==> config.mk <==
export PLATFORM = sky130hd
export DESIGN_NAME = coordinate_keyed_slot_table
export DESIGN_NICKNAME = d
export VERILOG_FILES = /design/src/hw/rtl/cks_table_pkg.sv /design/src/hw/rtl/coordinate_keyed_slot_table.sv
export SDC_FILE = /design/constraint.sdc
export NUM_CORES = 1
export LEC_CHECK = 0
export BUFFER_PORTS_ARGS = -buffer_cell sky130_fd_sc_hd__buf_2
export CAP_MARGIN = 20
export CORE_MARGIN = 4
export CORE_UTILIZATION = 50
export DETAILED_ROUTE_END_ITERATION = 7
export PLACE_DENSITY = 0.69
export SYNTH_ARGS = -nofsm -noshare
export SYNTH_HDL_FRONTEND = slang
export SYNTH_SLANG_ARGS = --single-unit
==> constraint.sdc <==
create_clock -name clk_i -period 7.5 [get_ports clk_i]
set_input_delay 1.125 -clock clk_i [delete_from_list [all_inputs] [get_ports clk_i]]
set_output_delay 1.125 -clock clk_i [all_outputs]
set_load 0.01 [all_outputs]
==> src/hw/rtl/cks_table_pkg.sv <==
package cks_table_pkg;

  typedef enum logic [1:0] {
    StFound   = 2'd0,
    StCreated = 2'd1,
    StFull    = 2'd2,
    StCleared = 2'd3
  } status_e;

  localparam logic ModeLookup = 1'b0;
  localparam logic ModeClear  = 1'b1;

  localparam int unsigned FieldBits = 16;
  localparam int unsigned IndexBits = 4;

endpackage

==> src/hw/rtl/coordinate_keyed_slot_table.sv <==
// One comparator walks the slot key memory one slot per cycle, so a lookup
// scans at most every slot and ends early on a hit; a clear skips the scan.
// A finished result waits in the output register; the next item is taken only
// when the block is back in idle. Reset clears all used flags, the state and
// the valid flags; stored keys and the other registers are not reset.
module coordinate_keyed_slot_table #(
  parameter int unsigned SLOT_COUNT = 16,
  parameter int unsigned COORD_BITS = 16
) (
  input  logic                                  clk_i,
  input  logic                                  rst_ni,
  input  logic                                  in_valid_i,
  output logic                                  in_ready_o,
  input  logic                                  mode_i,
  input  logic signed [cks_table_pkg::FieldBits-1:0] key_x_i,
  input  logic signed [cks_table_pkg::FieldBits-1:0] key_y_i,
  input  logic signed [cks_table_pkg::FieldBits-1:0] key_z_i,
  output logic                                  out_valid_o,
  input  logic                                  out_ready_i,
  output logic [cks_table_pkg::IndexBits-1:0]   slot_index_o,
  output logic [1:0]                            status_o
);

  localparam int unsigned KeyW =
    (COORD_BITS < cks_table_pkg::FieldBits) ? COORD_BITS : cks_table_pkg::FieldBits;
  localparam int unsigned WordW = 3 * KeyW;
  localparam int unsigned IdxW  = (SLOT_COUNT > 1) ? $clog2(SLOT_COUNT) : 1;
  localparam logic [IdxW-1:0] LastIdx = IdxW'(SLOT_COUNT - 1);

  localparam logic [1:0] StIdle = 2'd0;
  localparam logic [1:0] StScan = 2'd1;
  localparam logic [1:0] StDone = 2'd2;

  logic [1:0] state_q, state_d;

  logic [SLOT_COUNT-1:0] used_q;
  logic [WordW-1:0]      key_mem [SLOT_COUNT];

  logic [WordW-1:0] key_q;
  logic [IdxW-1:0]  rd_ptr_q, rd_ptr_d;
  logic [WordW-1:0] rd_word_q;
  logic             rd_used_q;
  logic [IdxW-1:0]  cmp_idx_q;
  logic             cmp_vld_q;
  logic             free_vld_q, free_vld_d;
  logic [IdxW-1:0]  free_idx_q, free_idx_d;

  cks_table_pkg::status_e res_status_q, res_status_d;
  logic [IdxW-1:0]        res_idx_q, res_idx_d;

  logic                                out_valid_q;
  logic [cks_table_pkg::IndexBits-1:0] slot_index_q;
  logic [1:0]                          status_q;

  logic in_acc;
  logic out_load;
  logic hit;

  assign in_ready_o = (state_q == StIdle);
  assign in_acc     = in_valid_i && in_ready_o;
  assign out_load   = (state_q == StDone) && (!out_valid_q || out_ready_i);
  assign hit        = rd_used_q && (rd_word_q == key_q);

  always_comb begin
    state_d      = state_q;
    rd_ptr_d     = rd_ptr_q;
    free_vld_d   = free_vld_q;
    free_idx_d   = free_idx_q;
    res_status_d = res_status_q;
    res_idx_d    = res_idx_q;
    case (state_q)
      StIdle: begin
        if (in_acc) begin
          rd_ptr_d   = '0;
          free_vld_d = 1'b0;
          res_idx_d  = '0;
          if (mode_i == cks_table_pkg::ModeClear) begin
            res_status_d = cks_table_pkg::StCleared;
            state_d      = StDone;
          end else begin
            state_d = StScan;
          end
        end
      end
      StScan: begin
        if (rd_ptr_q != LastIdx) begin
          rd_ptr_d = rd_ptr_q + 1'b1;
        end
        if (cmp_vld_q) begin
          if (hit) begin
            res_status_d = cks_table_pkg::StFound;
            res_idx_d    = cmp_idx_q;
            state_d      = StDone;
          end else begin
            // note the lowest free slot
            if (!rd_used_q && !free_vld_q) begin
              free_vld_d = 1'b1;
              free_idx_d = cmp_idx_q;
            end
            if (cmp_idx_q == LastIdx) begin
              state_d = StDone;
              if (free_vld_d) begin
                res_status_d = cks_table_pkg::StCreated;
                res_idx_d    = free_idx_d;
              end else begin
                res_status_d = cks_table_pkg::StFull;
                res_idx_d    = '0;
              end
            end
          end
        end
      end
      StDone: begin
        if (out_load) begin
          state_d = StIdle;
        end
      end
      default: begin
        state_d = StIdle;
      end
    endcase
  end

  always_ff @(posedge clk_i or negedge rst_ni) begin
    if (!rst_ni) begin
      state_q     <= StIdle;
      used_q      <= '0;
      cmp_vld_q   <= 1'b0;
      out_valid_q <= 1'b0;
    end else begin
      state_q   <= state_d;
      cmp_vld_q <= (state_q == StScan);
      if (out_load) begin
        out_valid_q <= 1'b1;
        if (res_status_q == cks_table_pkg::StCleared) begin
          used_q <= '0;
        end else if (res_status_q == cks_table_pkg::StCreated) begin
          used_q[res_idx_q] <= 1'b1;
        end
      end else if (out_ready_i) begin
        out_valid_q <= 1'b0;
      end
    end
  end

  always_ff @(posedge clk_i) begin
    rd_ptr_q     <= rd_ptr_d;
    free_vld_q   <= free_vld_d;
    free_idx_q   <= free_idx_d;
    res_status_q <= res_status_d;
    res_idx_q    <= res_idx_d;
    rd_used_q    <= used_q[rd_ptr_q];
    cmp_idx_q    <= rd_ptr_q;
    if (in_acc) begin
      key_q <= {key_x_i[KeyW-1:0], key_y_i[KeyW-1:0], key_z_i[KeyW-1:0]};
    end
    if (out_load) begin
      slot_index_q <= cks_table_pkg::IndexBits'(res_idx_q);
      status_q     <= res_status_q;
    end
  end

  // key memory: one read port for the scan, one write port for the commit
  always_ff @(posedge clk_i) begin
    rd_word_q <= key_mem[rd_ptr_q];
    if (out_load && (res_status_q == cks_table_pkg::StCreated)) begin
      key_mem[res_idx_q] <= key_q;
    end
  end

  assign out_valid_o  = out_valid_q;
  assign slot_index_o = slot_index_q;
  assign status_o     = status_q;

  a_found_is_used : assert property (@(posedge clk_i) disable iff (!rst_ni)
    (out_load && (res_status_q == cks_table_pkg::StFound)) |-> used_q[res_idx_q])
    else $error("found result points at an unused slot");

  a_create_sets_used : assert property (@(posedge clk_i) disable iff (!rst_ni)
    (out_load && (res_status_q == cks_table_pkg::StCreated)) |=>
      used_q[$past(res_idx_q)])
    else $error("created slot not marked used");

  a_clear_empties : assert property (@(posedge clk_i) disable iff (!rst_ni)
    (out_load && (res_status_q == cks_table_pkg::StCleared)) |=> (used_q == '0))
    else $error("clear left a slot marked used");

  a_full_means_full : assert property (@(posedge clk_i) disable iff (!rst_ni)
    (out_load && (res_status_q == cks_table_pkg::StFull)) |-> (&used_q))
    else $error("full reported while a slot is free");

endmodule
Word-level counts from Yosys, hierarchy flattened. Memory sizes are Yosys's and may differ from the RTL's. A register that Yosys moved wholly into a read port is not among the register bits. Index checks and enable logic that the tools add are counted.

Flip-flop bits (word level): 94. Bits in latches: 0. Bits in writable memories: 768. Memory bits (read-only): 0. Logic and storage cells: 97. Memories kept: 1.

Memories: key_mem (depth 16, width 48, read ports 1, clocked after memory_dff 1, write ports 1, line coordinate_keyed_slot_table.sv:37) `logic [WordW-1:0] key_mem [SLOT_COUNT];`.

$add $sub $neg: 1. $mul: 0. Div/mod/pow operators: 0. Order comparisons: 3. Equal/unequal tests: 14. Shifts and indexed selects: 0. Muxes and demuxes: 41. Bitwise gates (word level): 2. Reduce and logical (&&, ||, !) cells: 21.

Operators by type and width (count): 48-bit equality test (1); 16-bit two-way mux (2); 4-bit two-way mux (7); 2-bit two-way mux (12); 16-bit bitwise OR (1); 4-bit case mux with 2 select lines (2); 1-bit two-way mux (13); 4-bit AND reduction (3); 4-bit by 5-bit < comparator with 1-bit output, second input constant (2); 2-bit != test, second input constant (4); 1-bit logical AND (6); 2-bit case mux with 3 select lines (1); 3-bit AND reduction (2); 2-bit nonzero test (3); 5-bit AND reduction (1); 4-bit by 1-bit adder with 4-bit output, second input constant (1); 1-bit binary-select mux with 4-bit select (1); 1-bit demux with 4-bit select (1); 2-bit by 1-bit equality test with 1-bit output, second input constant (2); 2-bit equality test, second input constant (2); 4-bit equality test, second input constant (1); 4-bit by 1-bit >= comparator with 1-bit output, second input constant (1); 2-bit by 1-bit != test with 1-bit output, second input constant (2); 4-bit != test, second input constant (1); other kinds (8) (10).

Depth between registers and ports, before layout.
Word-level depth: 11. Gate-level depth with buffers: 7. Gate-level depth less buffers: 6.

Worst setup path before layout. Ideal clock, no wire load.

Path type: in2reg. Start point: in out_ready_i. End point: mem key_mem[0][0] in the netlist's numbering, enable pin. Setup time: 0.515 ns. Arrival: 5.131 ns. Path slack: 1.854 ns. Cell stages on the path: 4. Path through: nand2b_1 -> nand4bb_1 -> or3_1 -> nor3_1.

Cells in the longest elaborated chain, start to end: 5.

RTL lines: start: declaration (line coordinate_keyed_slot_table.sv:19) `input logic out_ready_i,`; 1-bit logical OR (line coordinate_keyed_slot_table.sv:61) `assign out_load = (state_q == StDone) && (!out_valid_q || out_ready_i);`; 1-bit logical AND (line coordinate_keyed_slot_table.sv:61); 1-bit logical AND (line coordinate_keyed_slot_table.sv:166) `if (out_load && (res_status_q == cks_table_pkg::StCreated)) begin`; 1-bit two-way mux (line coordinate_keyed_slot_table.sv:166); 1-bit two-way mux (implied by the code) (line coordinate_keyed_slot_table.sv:167) `key_mem[res_idx_q] <= key_q;`; end: declaration (line coordinate_keyed_slot_table.sv:37).

Every way passes these cells.

Final worst setup path.
Start point: reg key_q[3]. End point: reg res_idx_q[1], enable pin.

Cells in the longest elaborated chain, start to end: 4.

RTL lines: start: declaration (line coordinate_keyed_slot_table.sv:39) `logic [WordW-1:0] key_q;`; start signal: assignment (line coordinate_keyed_slot_table.sv:155) `key_q <= {key_x_i[KeyW-1:0], key_y_i[KeyW-1:0], key_z_i[KeyW-1:0]};`; 48-bit equality test (line coordinate_keyed_slot_table.sv:62) `assign hit = rd_used_q && (rd_word_q == key_q);`; 1-bit logical AND (line coordinate_keyed_slot_table.sv:62); 3-bit != test (no line); 4-bit AND reduction (no line); end signal: assignment (line coordinate_keyed_slot_table.sv:151) `res_idx_q <= res_idx_d;`; end: declaration (line coordinate_keyed_slot_table.sv:49) `logic [IdxW-1:0] res_idx_q, res_idx_d;`.

Every way passes these cells. A chain may end at the register's enable or synchronous reset.

==> summary.txt <==
Clocking
  – TritonCTS buffer count: 90
  – Worst-path clk slew: 0.06 ns
  – H-Tree Depth: 3
  – Clock Latency Late Sink: about 0.64 ns
  – Post-CTS Repair Setup Buffers: 0
  – Cts repair resizes: 0
  – Hold-fix buffers, CTS: 0
  – CTS Sinks: 910
  – CTS Buffer Depth: 3
  – CTS tree: yes
  – Root buffer cell: clkbuf_16

Timing
  – Setup TNS: 0 ns
  – RSZ-0062 raised after global routing: no
  – Final Critical Period: 3.48 ns
  – Final setup vio count: 0
  – Hold Fails Final Rpt: 0
  – Max-slew violation count: 0
  – Clk_skew: around 0.02 ns
  – Actual slew at the worst max-slew pin: 1.05 ns
  – Crit share post-route: between 40% and 50%
  – Hold slack: 0.435 ns
  – F_max: 0.287 GHz
  – Worst relative slew slack: approximately 30%

Yosys
  – Syn. warnings: 0
  – Synth Register Bits: 910
  – Post-Synthesis Cell Area: 33700 µm²
  – Yosys top cell area share: 74.6%
  – Ys async rst share: 2.20%
  – Synthesized netlist cell count: between 1k and 1.5k
  – Register area share after synthesis: 79.2%
  – Primary FF master, synth: edfxtp_1
  – Largest area contributor in the netlist: edfxtp_1
  – Yosys cell types: 41
  – Syn_area_per_cell: 24.4 µm²
  – Top cells by area, synth: edfxtp_1 75%, mux4_2 16%, dfxtp_1 3.1%
  – Number of flops mapped to enable cells by yosys: 837
  – Post-Syn Nets: 1437

Run
  – Max_cap viols: 0

Detailed routing
  – Routed Antenna Nets: 0
  – First-pass iteration count of the detailed router: 6
  – Residual DRC: 0
  – Routed via count: 14.7k
  – Vias per cell: between 5 and 6
  – Routed WL per cell: 28.3 µm
  – Final Routed Wirelength: 69200 µm
  – Initial DRC count: 1344

Worst setup path
  – Critical-path cell list: xnor2_1 -> nand4_1 -> nor4_1 -> nand3_1 -> nor4_4 -> a2bb2oi_1
  – R2r setup slk: 4.02 ns
  – Crit Path Class: reg -> reg
  – CP Launch Type: flip-flop
  – RR Endpoint: res_idx_q[1]
  – Critical path's largest stage delay: 0.79 ns
  – Endpoint class of the critical path: flip-flop
  – Worst endpoint required time: 7.80 ns
  – Critical path arrival: 3.78 ns
  – Slowest CP cell: nor4_4
  – Max FO, Critical Path: 17
  – Reg2reg path depth: 6
  – RR Startpoint: key_q[3]

Floorplan
  – Die Span X: between 200 and 300 µm
  – # rows: 94
  – Num ports: 61
  – Die height: 268 µm
  – Core Area: around 66000 µm²
  – Full die area: 71600 µm²
  – Initial Utilization: 50.8%

GRT
  – Largest net degree at the start of global routing: 145
  – Total GRT Usage: between 10% and 20%
  – Vias in the first global route: 15.4k
  – First-pass GRT wire length: 104000 µm
  – Number of antenna violations at the first check in global routing: 2
  – Grt total ovfl: 0

Outcome
  – Status: complete, no violations

Finish
  – Share of post-route cells with drive strength above 1: 31.1%
  – Area Growth Syn to Fin: 12.8%
  – Nets: 1558
  – Fin util: ~57%
  – N_diodes: 0

Placed design
  – GPL Wtd Cong: roughly 0.74
  – PortBufs: 60
  – DP HPWL: 36100 µm

Hold path
  – Hold crit path type: in -> async

Pwr
  – Cell Pwr Density: about 360 nW/µm²
  – Leakage power: ~12 nW
  – Max VDD drop: 0.000305 V
  – Power Total: 13.5 mW
placed cells by master, fill, tap and decap left out, types with 3 or more instances in the layout:
cell,count
nor4_1,9
inv_6,5
o21a_1,16
mux2i_1,4
inv_1,6
clkinvlp_4,4
bufinv_16,7
xor2_1,38
nor3_2,4
nor2_1,10
xnor2_1,8
clkinv_1,7
mux4_2,245
nor2_4,12
buf_2,60
dfxtp_1,53
clkbuf_8,11
nand2b_1,5
buf_4,26
nand2_1,17
clkinv_2,16
edfxtp_1,837
clkbuf_1,25
nand3_1,6
nand4_1,3
clkbuf_16,90
dfrtp_1,20
mux2_2,4
cells in the mapped netlist (2+ instances only):
master,count
a21oi_1,2
buf_1,5
buf_2,12
buf_6,14
clkbuf_1,27
dfrtp_1,20
dfxtp_1,53
edfxtp_1,837
inv_1,7
mux2_2,4
mux2i_1,4
mux4_2,245
nand2_1,17
nand2b_1,5
nand3_1,6
nand4_1,3
nor2_1,22
nor2b_1,2
nor3_1,5
nor4_1,9
o21a_1,16
o21ai_1,2
o22a_1,2
o22ai_1,2
or3_1,2
xnor2_1,8
xor2_1,38
area by class of cell:
cell class / instances / area (µm²)
clock buffer: 126 / 2500
clock inverter: 41 / 427
fill: 4728 / 28300
inverter: 7 / 26.3
multi-input combinational: 407 / 6740
sequential: 910 / 26700
tap: 864 / 1080
timing repair buffer: 88 / 536
stage by stage:
step                      cells  instance area (µm²)  setup slack [ns]
final                      2443                38000              4.02
after global routing       2443                38000              3.76
after CTS                  2443                38000              3.97
after detailed placement   2276                35100              3.73
after global placement     2276                35100              3.79
after floorplan            1383                33700              1.85
power breakdown:
group	internal (mW)	total (mW)	leakage, nW	switching (mW)
registers	5.98	6.28	8.25	0.299
logic	1.46	2.84	2.35	1.38
clock network	2.58	4.42	1.43	1.84
how the worst max path moves through the flow:
stage | startpoint | to | slack [ns] | depth (start not counted)
3_3_place_gp | out_ready_i | key_mem[10][9] | 3.79 | 7
3_5_place_dp | out_ready_i | key_mem[10][22] | 3.73 | 7
4_1_cts | key_q[3] | res_idx_q[3] | 3.97 | 6
2_1_floorplan | out_ready_i | key_mem[0][0] | 1.85 | 4
6_report | key_q[3] | res_idx_q[1] | 4.02 | 6
5_1_grt | key_q[22] | res_idx_q[3] | 3.76 | 5
worst max-delay path: cells and delay by family (launching register included):
family           cells  cell delay [ns]
flip-flops           1             0.63
AO/OA/AOI/OAI        1             0.43
XOR/XNOR             1             0.50
AND/OR/NAND/NOR      4             1.56
layer usage:
layer,vias to the layer above,wire [µm],GRT usage [%]
li1,6120,-,-
met1,7986,29100,28.5
met2,463,34900,32.3
met3,86,4080,3.99
met4,2,1070,4.40
met5,-,7,0
cell families after synthesis:
family	share of synthesized area, %
fa+ha+maj	0.0371
xor+xnor	1.20
simple gates	1.14
mux	16.6
flops	79.2
compound gates	0.672
buf+inv	1.10
state kept, by name, indices dropped and copies added, names as in the netlist:
register / cells
cmp_idx_q: 4
cmp_vld_q: 1
free_idx_q: 4
free_vld_q: 1
key_mem: 768
key_q: 48
out_valid_o: 1
rd_ptr_q: 4
rd_used_q: 1
rd_word_q: 48
res_idx_q: 4
res_status_q: 2
slot_index_o: 4
state_q: 2
status_o: 2
used_q: 16
No activity file was read; power rests on OpenSTA's default activity.
